$ cat config.mk
export PLATFORM = sky130hd
export DESIGN_NAME = bed_grid_index_mapper_core
export DESIGN_NICKNAME = d
export VERILOG_FILES = /design/src/hw/rtl/bgim_pkg.sv /design/src/hw/rtl/bed_grid_index_mapper_core.sv
export SDC_FILE = /design/constraint.sdc
export NUM_CORES = 2
export LEC_CHECK = 0
export ABC_AREA = 1
export BUFFER_PORTS_ARGS = -buffer_cell sky130_fd_sc_hd__clkbuf_2
export CAP_MARGIN = 30
export CORE_ASPECT_RATIO = 0.6
export CORE_MARGIN = 3
export CORE_UTILIZATION = 56
export DETAILED_ROUTE_END_ITERATION = 7
export PLACE_DENSITY_LB_ADDON = 0.15
export SLEW_MARGIN = 10
export SYNTH_ARGS = -nofsm -noshare
export SYNTH_HDL_FRONTEND = slang
export SYNTH_SLANG_ARGS = --single-unit
$ cat constraint.sdc
create_clock -name clk -period 19.6 [get_ports clk]
set_clock_uncertainty 0.05 [all_clocks]
set_input_delay 2.94 -clock clk [delete_from_list [all_inputs] [get_ports clk]]
set_output_delay 2.94 -clock clk [all_outputs]
set_load 0.01 [all_outputs]
$ cat src/hw/rtl/bgim_pkg.sv
// Shared constants, fault codes and helpers for the bed grid index mapper.
package bgim_pkg;

    localparam int COORD_BITS_DEF = 16;

    localparam logic [30:0] QUAD_OFFSET = 31'd536870911;
    localparam logic [30:0] QUAD_OFF2   = 31'(2 * QUAD_OFFSET);
    localparam logic [30:0] QUAD_OFF3   = 31'(3 * QUAD_OFFSET);
    localparam logic [30:0] QUAD_OFF4   = 31'(4 * QUAD_OFFSET);

    localparam int RAD_W      = 30;
    localparam int ROOT_W     = RAD_W / 2;
    localparam int REM_W      = ROOT_W + 2;
    localparam int SQRT_STEPS = ROOT_W;
    localparam int NUM_STAGES = 11;

    typedef enum logic [1:0] {
        FAULT_NONE      = 2'd0,
        FAULT_RANGE     = 2'd1,
        FAULT_NEG_INDEX = 2'd2,
        FAULT_QUAD      = 2'd3
    } fault_t;

    function automatic logic [30:0] quad_base(input logic [1:0] quad);
        logic [30:0] base;
        case (quad)
            2'd0:    base = '0;
            2'd1:    base = QUAD_OFFSET;
            2'd2:    base = QUAD_OFF2;
            2'd3:    base = QUAD_OFF3;
            default: base = '0;
        endcase
        return base;
    endfunction

endpackage

$ cat src/hw/rtl/bed_grid_index_mapper_core.sv
// Bed grid index mapper: 11-stage pipelined coordinate/index converter.
//
// Request channel (req_valid/req_ready) carries kind, coord_x, coord_y and
// cell_index; response channel (rsp_valid/rsp_ready) carries index_out,
// x_out, y_out and fault. kind 0 maps coordinates to an index, kind 1 maps
// an index back to coordinates; fields of the other direction read zero.
// One transaction is accepted per cycle while rsp_ready keeps the stages moving;
// the stages are the 15-step square root at up to two steps a stage,
// plus the quadrant split in front and the unfold and sign stages behind.
// The forward path's 16x16 square sits in its own stage alongside.
// Every stage holds a valid bit; a stage loads whenever it is empty or the
// stage after it moves, so a stalled rsp_ready backs up only full stages
// and bubbles still close up. Nothing is dropped or repeated.
// Reset (rst_n low, asynchronous) empties all stages; no other state.
// COORD_BITS sets how many low bits of coord_x/coord_y are used and the
// range that inverse coordinates must fit.
module bed_grid_index_mapper_core
    import bgim_pkg::*;
#(
    parameter int COORD_BITS = COORD_BITS_DEF
)
(
    input  logic               clk,
    input  logic               rst_n,
    input  logic               req_valid,
    output logic               req_ready,
    input  logic               kind,
    input  logic signed [15:0] coord_x,
    input  logic signed [15:0] coord_y,
    input  logic signed [31:0] cell_index,
    output logic               rsp_valid,
    input  logic               rsp_ready,
    output logic        [30:0] index_out,
    output logic signed [15:0] x_out,
    output logic signed [15:0] y_out,
    output logic        [1:0]  fault
);

    localparam int SQ_W = 2 * COORD_BITS;
    localparam int LAST = NUM_STAGES - 1;
    localparam logic [REM_W-1:0] MAG_LIM = REM_W'(1 << (COORD_BITS - 1));

    typedef struct packed {
        logic                  kind;
        logic [1:0]            quad;
        fault_t                fault;
        logic [COORD_BITS-1:0] ax;
        logic [COORD_BITS-1:0] ay;
        logic [COORD_BITS-1:0] a;
        logic                  eq;
        logic                  gt;
        logic [SQ_W-1:0]       sq;
        logic [30:0]           idx;
        logic [RAD_W-1:0]      rad;
        logic [REM_W-1:0]      rem;
        logic [ROOT_W-1:0]     root;
        logic [ROOT_W-1:0]     mx;
        logic [ROOT_W-1:0]     my;
        logic [15:0]           xo;
        logic [15:0]           yo;
    } stage_t;

    function automatic stage_t sqrt_step(input stage_t s);
        stage_t           o;
        logic [REM_W-1:0] trial_rem;
        logic [REM_W-1:0] trial;
        o = s;
        trial_rem = {s.rem[REM_W-3:0], s.rad[RAD_W-1 -: 2]};
        trial     = {s.root, 2'b01};
        if (trial_rem >= trial)
        begin
            o.rem  = trial_rem - trial;
            o.root = {s.root[ROOT_W-2:0], 1'b1};
        end
        else
        begin
            o.rem  = trial_rem;
            o.root = {s.root[ROOT_W-2:0], 1'b0};
        end
        o.rad = {s.rad[RAD_W-3:0], 2'b00};
        return o;
    endfunction

    stage_t pipe_reg  [NUM_STAGES];
    stage_t pipe_next [NUM_STAGES];
    logic   valid_reg   [NUM_STAGES];
    logic   valid_next  [NUM_STAGES];
    logic   up_valid    [NUM_STAGES];
    logic   stage_ready [NUM_STAGES];

    logic [COORD_BITS-1:0] xs;
    logic [COORD_BITS-1:0] ys;
    logic [30:0]           idx_val;
    logic                  ge1, ge2, ge3, ge4;
    logic [1:0]            inv_q;
    logic [28:0]           inv_r;

    // Stage 0: magnitudes and signs; quadrant split of the index.
    always_comb
    begin
        xs      = coord_x[COORD_BITS-1:0];
        ys      = coord_y[COORD_BITS-1:0];
        idx_val = cell_index[30:0];
        ge1     = idx_val >= QUAD_OFFSET;
        ge2     = idx_val >= QUAD_OFF2;
        ge3     = idx_val >= QUAD_OFF3;
        ge4     = idx_val >= QUAD_OFF4;
        inv_q   = ge3 ? 2'd3 : (ge2 ? 2'd2 : (ge1 ? 2'd1 : 2'd0));
        inv_r   = 29'(idx_val - quad_base(inv_q));

        pipe_next[0]      = '0;
        pipe_next[0].kind = kind;
        if (!kind)
        begin
            pipe_next[0].ax   = xs[COORD_BITS-1] ? (~xs + 1'b1) : xs;
            pipe_next[0].ay   = ys[COORD_BITS-1] ? (~ys + 1'b1) : ys;
            pipe_next[0].quad = {xs[COORD_BITS-1], ys[COORD_BITS-1]};
        end
        else
        begin
            pipe_next[0].quad = inv_q;
            pipe_next[0].rad  = {1'b0, inv_r};
            if (cell_index[31])
                pipe_next[0].fault = FAULT_NEG_INDEX;
            else if (ge4)
                pipe_next[0].fault = FAULT_QUAD;
            else
                pipe_next[0].fault = FAULT_NONE;
        end
    end

    // Stages 1..8: square root up to two steps a stage; forward shell math alongside.
    for (genvar gs = 1; gs <= 8; gs++)
    begin : g_root
        always_comb
        begin : stage_comb
            stage_t          s;
            logic [SQ_W-1:0] a_w;
            logic [SQ_W-1:0] ax_w;
            logic [SQ_W-1:0] ay_w;
            s = sqrt_step(pipe_reg[gs-1]);
            if (2 * gs <= SQRT_STEPS)
                s = sqrt_step(s);
            a_w  = SQ_W'(s.a);
            ax_w = SQ_W'(s.ax);
            ay_w = SQ_W'(s.ay);
            if (gs == 1)
            begin
                s.eq = s.ax == s.ay;
                s.gt = s.ax > s.ay;
                s.a  = (s.gt ? s.ax : s.ay) + 1'b1;
            end
            if (gs == 2)
                s.sq = a_w * a_w;
            if (gs == 3)
            begin
                if (s.eq)
                    s.sq = s.sq - SQ_W'(1);
                else if (s.gt)
                    s.sq = s.sq - (a_w << 1) + ay_w + SQ_W'(1);
                else
                    s.sq = s.sq - a_w + ax_w;
            end
            if (gs == 4 && !s.kind)
            begin
                if (32'(s.sq) >= 32'(QUAD_OFFSET))
                begin
                    s.fault = FAULT_RANGE;
                    s.idx   = '0;
                end
                else
                    s.idx = quad_base(s.quad) + 31'(s.sq);
            end
            pipe_next[gs] = s;
        end
    end

    // Stage 9: unfold the shell remainder into two magnitudes.
    always_comb
    begin
        pipe_next[9] = pipe_reg[8];
        if (pipe_reg[8].rem < {2'b00, pipe_reg[8].root})
        begin
            pipe_next[9].mx = pipe_reg[8].root;
            pipe_next[9].my = pipe_reg[8].rem[ROOT_W-1:0];
        end
        else
        begin
            pipe_next[9].mx = ROOT_W'(pipe_reg[8].rem - {2'b00, pipe_reg[8].root});
            pipe_next[9].my = pipe_reg[8].root;
        end
    end

    // Stage 10: signs, range check, zeroing of unused fields.
    always_comb
    begin : sign_comb
        logic             neg_x;
        logic             neg_y;
        logic             bad;
        logic [15:0]      mx_w;
        logic [15:0]      my_w;
        logic [REM_W-1:0] mx_e;
        logic [REM_W-1:0] my_e;
        neg_x = pipe_reg[9].quad[1];
        neg_y = pipe_reg[9].quad[0];
        mx_w  = {1'b0, pipe_reg[9].mx};
        my_w  = {1'b0, pipe_reg[9].my};
        mx_e  = REM_W'(pipe_reg[9].mx);
        my_e  = REM_W'(pipe_reg[9].my);
        bad   = (neg_x ? (mx_e > MAG_LIM) : (mx_e >= MAG_LIM))
              | (neg_y ? (my_e > MAG_LIM) : (my_e >= MAG_LIM));

        pipe_next[10]    = pipe_reg[9];
        pipe_next[10].xo = '0;
        pipe_next[10].yo = '0;
        if (pipe_reg[9].kind && pipe_reg[9].fault == FAULT_NONE)
        begin
            if (bad)
                pipe_next[10].fault = FAULT_RANGE;
            else
            begin
                pipe_next[10].xo = neg_x ? (~mx_w + 16'd1) : mx_w;
                pipe_next[10].yo = neg_y ? (~my_w + 16'd1) : my_w;
            end
        end
    end

    always_comb
    begin
        stage_ready[LAST] = !valid_reg[LAST] || rsp_ready;
        for (int i = LAST - 1; i >= 0; i--)
            stage_ready[i] = !valid_reg[i] || stage_ready[i+1];
        up_valid[0] = req_valid;
        for (int i = 1; i < NUM_STAGES; i++)
            up_valid[i] = valid_reg[i-1];
        for (int i = 0; i < NUM_STAGES; i++)
            valid_next[i] = stage_ready[i] ? up_valid[i] : valid_reg[i];
    end

    always_ff @(posedge clk or negedge rst_n)
    begin
        if (!rst_n)
        begin
            for (int i = 0; i < NUM_STAGES; i++)
                valid_reg[i] <= 1'b0;
        end
        else
        begin
            for (int i = 0; i < NUM_STAGES; i++)
                valid_reg[i] <= valid_next[i];
        end
    end

    always_ff @(posedge clk)
    begin
        for (int i = 0; i < NUM_STAGES; i++)
        begin
            if (stage_ready[i] && up_valid[i])
                pipe_reg[i] <= pipe_next[i];
        end
    end

    assign req_ready = stage_ready[0];
    assign rsp_valid = valid_reg[LAST];
    assign index_out = pipe_reg[LAST].idx;
    assign x_out     = pipe_reg[LAST].xo;
    assign y_out     = pipe_reg[LAST].yo;
    assign fault     = pipe_reg[LAST].fault;

endmodule

### Word level (Yosys, flattened, before mapping)

Memory sizes are Yosys's and may differ from the RTL's.
Cells that the tools add are included.

| word-level totals | value |
|---|---|
| memories | 1 |
| output and inout port bits | 67 |
| logic and storage cells | 175 |
| bits of input ports | 69 |
| bits in writable memories | 2662 |
| register bits after elaboration | 11 |

Memory list:

| memory | words | bits a word | read ports | clocked after Yosys merged registers in | write ports | line | text |
|---|---|---|---|---|---|---|---|
| pipe_reg | 11 | 242 | 11 | 0 | 11 | bed_grid_index_mapper_core.sv:84 | `stage_t pipe_reg [NUM_STAGES];` |

| cells by class | value |
|---|---|
| add/subtract/negate cells | 29 |
| $mul | 1 |
| magnitude comparators | 22 |
| muxes and demuxes | 63 |
| equality and inequality tests | 7 |
| reduce and logical (&&, ||, !) cells | 37 |
| bitwise gates (word level) | 4 |

Operator list:

| cell | count |
|---|---|
| two-way mux 32 bit | 12 |
| >= comparator 17 bit | 15 |
| two-way mux 30 bit | 8 |
| subtractor 17 bit | 8 |
| two-way mux 31 bit | 4 |
| case mux 31 bit (4 select lines) | 1 |
| subtractor 15 bit | 8 |
| case mux 29 bit (4 select lines) | 1 |
| adder 16 x 1 -> 16 bit (second input constant) | 5 |
| two-way mux 16 bit | 5 |
| adder 32 x 16 -> 32 bit | 2 |
| >= comparator 31 bit (second input constant) | 2 |
| adder 32 x 1 -> 32 bit (second input constant) | 1 |
| >= comparator 32 x 29 -> 1 bit (second input constant) | 1 |
| multiplier 16 x 16 -> 32 bit | 1 |
| NOT 15 -> 16 bit | 2 |
| NOT 16 bit | 2 |
| subtractor 32 x 1 -> 32 bit (second input constant) | 1 |
| subtractor 32 x 16 -> 32 bit | 1 |
| subtractor 32 x 17 -> 32 bit | 1 |
| adder 31 bit | 1 |
| >= comparator 31 x 29 -> 1 bit (second input constant) | 1 |
| >= comparator 31 x 30 -> 1 bit (second input constant) | 1 |
| two-way mux 29 bit | 1 |
| other kinds (12) | 78 |

### Depth between registers and ports, before layout

| logic depth | value |
|---|---|
| depth after elaboration | 15 |
| depth in mapped cells | 29 |
| depth with buffers taken out | 26 |

### Least setup slack after synthesis

No wires, ideal clock.

| timing path | value |
|---|---|
| path kind | input -> register |
| start point | input port rsp_ready |
| end point | memory pipe_reg[2][102] (netlist bit), enable pin |
| required time | 18.898 ns |
| cell stages on the path | 12 |
| setup time | 0.652 ns |
| buffers on the path | 0 |
| path slack | 9.227 ns |
| arrival time | 9.671 ns |
| cell sequence | nor2_1 inv_1 nor2_1 inv_1 nor2_1 inv_1 nor2_1 nand2_1 nor2_1 nand2_1 nor2_1 a21oi_1 |

RTL lines:

| element | line | text |
|---|---|---|
| start, declared | bed_grid_index_mapper_core.sv:32 | `input logic rsp_ready,` |
| end, declared | bed_grid_index_mapper_core.sv:84 |  |

### Final worst setup path

| timing path | value |
|---|---|
| start point | input port rsp_ready |
| end point | output port req_ready |

| on the way | value |
|---|---|
| longest elaborated chain between the ends | 11 |

Ends and longest elaborated chain:

| element | line | text |
|---|---|---|
| logical OR 1 bit | bed_grid_index_mapper_core.sv:230 | `stage_ready[LAST] = !valid_reg[LAST] \|\| rsp_ready;` |
| logical OR 1 bit (10 in a row) | bed_grid_index_mapper_core.sv:232 | `stage_ready[i] = !valid_reg[i] \|\| stage_ready[i+1];` |
| end, declared | bed_grid_index_mapper_core.sv:26 | `output logic req_ready,` |

No other way between the ends.

==> impl_metrics.toml <==
[grt]
antenna_found_initial = 4
grt_pass1_vias = 39780
grt_first_pass_wirelength_mm = 236.0
overflow = 0
grt_usage = 0.2942
grt_max_degree = 81

[logic_synthesis]
avgSynthCellArea_sq_um = 8.973
synth_top_area_cell = "edfxtp_1"
synthAdderAreaFrac = 0.1580
synth_compound_area_frac = 0.08995
synth_flop_cell = "edfxtp_1"
synth_xor_area_frac = 0.02970
netlist_area_sq_um = 56580
synth_top_cell_area_share = 0.4431
syn_nets = 6972
netlist_instances = 6306
ys_ff_latch = 846
synth_top_family_by_area = "simple AND/OR/NAND/NOR gates"
synth_edf_count = 835
synthSimpleGateAreaFrac = 0.1919
muxShareOfSynthArea = 0.0001990
yosys-top-cells-area = "edfxtp_1 44%, nand2_1 9.3%, ha_1 8.9%, inv_1 7.3%, fa_1 6.9%"
yosys_warnings = 0
synth_seq_area_share = 0.4480
yosysUniqueCellTypes = 70
synthArstFlopShare = 0.01300

[min_path]
hold_path_class = "flip-flop to flip-flop"

[placed_design]
gp_congestion = 1.018
dp_hpwl_mm = 123.8
port_buffers = 135

[detailed_routing]
wl_per_cell_um = 19.92
ant_nets = 0
drc = 2
vias_per_cell = 5.604
via_count = 43970
drt_iter0_drc = 5131
drt_pass1_iterations = 8
wirelength_mm = 156.3

[clock_tree]
cts_resized = 0
post_cts_buffers = 0
cts-root-buf = "clkbuf_16"
cts.clk_slew.worst_paths_ns = 0.07
clk_path_buf_depth = 3
cts_max_level = 3
postCtsHoldBufs = 0
cts-buffers-inserted = 79
cts_tree = "yes"
cts_sinks = 846
clk_latency_ns = 0.70

[floorplanning]
ioPinCount = 136
dieArea_sq_um = 105000
rows = 89
coreArea_sq_um = 99220
die_w_um = 416.4
initial_core_util = 0.5703
die_height_um = 252.2

[worst_setup_path]
cp-start-kind = "primary input"
cp.required_ns = 16.61
critical_path_class = "primary input to output port"
crit_fanout = 4
worstPathArrival_ns = 5.24
worst_setup_path_end_kind = "output port"

[timing]
maxSlewHeadroom = 0.2702
clock.fmax_mhz = 121.5
setup_viol = 0
fin_crit_sh = 0.4198
hold_violations = 0
rsz0062_at_grt = "no"
tns_ns = 0
min_period_ns = 8.228
slew_viol_final = 0
tightestPinTransition_ns = 1.083

[cells_and_area]
fill_cells = 8456
layout_common_cells = "1,400 x nand2_1, 1,090 x inv_1, 835 x edfxtp_1"
final_common_cell = "nand2_1"
drive_gt1_frac = 0.06421
largest_reg_flops = 835
areaGrowthSynthToFinish_pct = 8.555
nets = 7128

[outcome]
violations = "DRC"
status = "complete, but fails checks"

[run]
maxCapViolations = 0
final cells by class:
type / instances / area, sq um / area share
Clock inverter: 48 / 485.5 / 0.007903
Sequential cell: 846 / 25350 / 0.4127
Clock buffer: 96 / 2041 / 0.03322
Timing Repair Buffer: 173 / 1079 / 0.01756
Tap cell: 1319 / 1650 / 0.02687
Inverter: 1116 / 4194 / 0.06828
Antenna cell: 1 / 2.502 / 0.00004074
Multi-Input combinational cell: 4246 / 26620 / 0.4334
worst max-delay path, cell delays in order:
cell and delay (ns):
clkbuf_2 0.08, nor2_1 0.22, inv_1 0.09, nor2_1 0.09, inv_1 0.07, nor2_1 0.11, inv_1 0.09, nor2_1 0.35
nand2_1 0.13, nor2_1 0.14, nand2_1 0.11, nor2_1 0.33, nand2_1 0.12, nor2_1 0.14, nand2_1 0.10, clkbuf_2 0.14
Yosys cell counts (all sizes together), types with 2 or more instances:
| master | n |
|---|---|
| o21bai | 22 |
| nand4 | 83 |
| o21a | 24 |
| nand2 | 1429 |
| nor3b | 4 |
| a211oi | 4 |
| fa | 196 |
| inv | 1111 |
| a41oi | 2 |
| nor2 | 498 |
| a21o | 25 |
| o21ai | 341 |
| ha | 401 |
| a21oi | 435 |
| nand3b | 30 |
| or2 | 17 |
| o2111ai | 2 |
| a31oi | 33 |
| buf | 26 |
| edfxtp | 835 |
| nand3 | 311 |
| xor2 | 135 |
| a22oi | 2 |
| o31ai | 6 |
| a21boi | 13 |
| clkinv | 5 |
| o211ai | 10 |
| and3 | 13 |
| nor4b | 2 |
| dfrtp | 11 |
| nor4 | 18 |
| a221oi | 6 |
| nor3 | 118 |
| clkbuf | 72 |
| xnor2 | 56 |
worst paths after layout:
check / startpoint / cells after the start / slack, ns / to
min in group asynchronous: rst_n / 1 / 2.06 / up_valid[4]
worst min register to register: pipe_reg[0][96] / 0 / 0.34 / pipe_reg[1][100]
worst max-delay path: rsp_ready / 16 / 11.37 / req_ready
max in group asynchronous: rst_n / 1 / 17.22 / up_valid[6]
worst max register to register: pipe_reg[1][190] / 23 / 13.04 / pipe_reg[2][183]
worst min-delay path: pipe_reg[0][96] / 0 / 0.34 / pipe_reg[1][100]
metal layers:
layer	GRT usage	share of wire	routed length, um
met3	0.1076	0.13	20320
met5	0.01650	0.0021	322
met4	0.04392	0.013	2008
met2	0.3526	0.35	55260
met1	0.4937	0.50	78380
per-stage QoR:
stage                     setup slack [ns]  utilization  instance area [sq um]  cells  hold slack [ns]
after floorplan                      9.227            -                  56580   6306           0.3503
after global placement               11.33       0.5917                  58710   7691           0.3510
after detailed placement             11.34       0.5919                  58730   7692           0.3545
after CTS                            11.33       0.6174                  61260   7836           0.3424
after global routing                 10.94       0.6191                  61420   7844           0.3548
final                                11.37       0.6191                  61430   7845           0.3439
cells by family (layout without fill, tap and decap cells):
logic type / count (synthesis) / after routing
XOR/XNOR: 191 / 191
other: 0 / 1
AND/OR/NAND/NOR: 2524 / 2524
adder cells (fa/ha/maj): 597 / 597
AO/OA/AOI/OAI: 933 / 933
multiplexers: 1 / 1
buffers and inverters: 1214 / 1433
flip-flops: 846 / 846
Power is left out: the tool's default activity adds up to more than one toggle a clock period on the data nets, which glitch-free logic cannot reach.
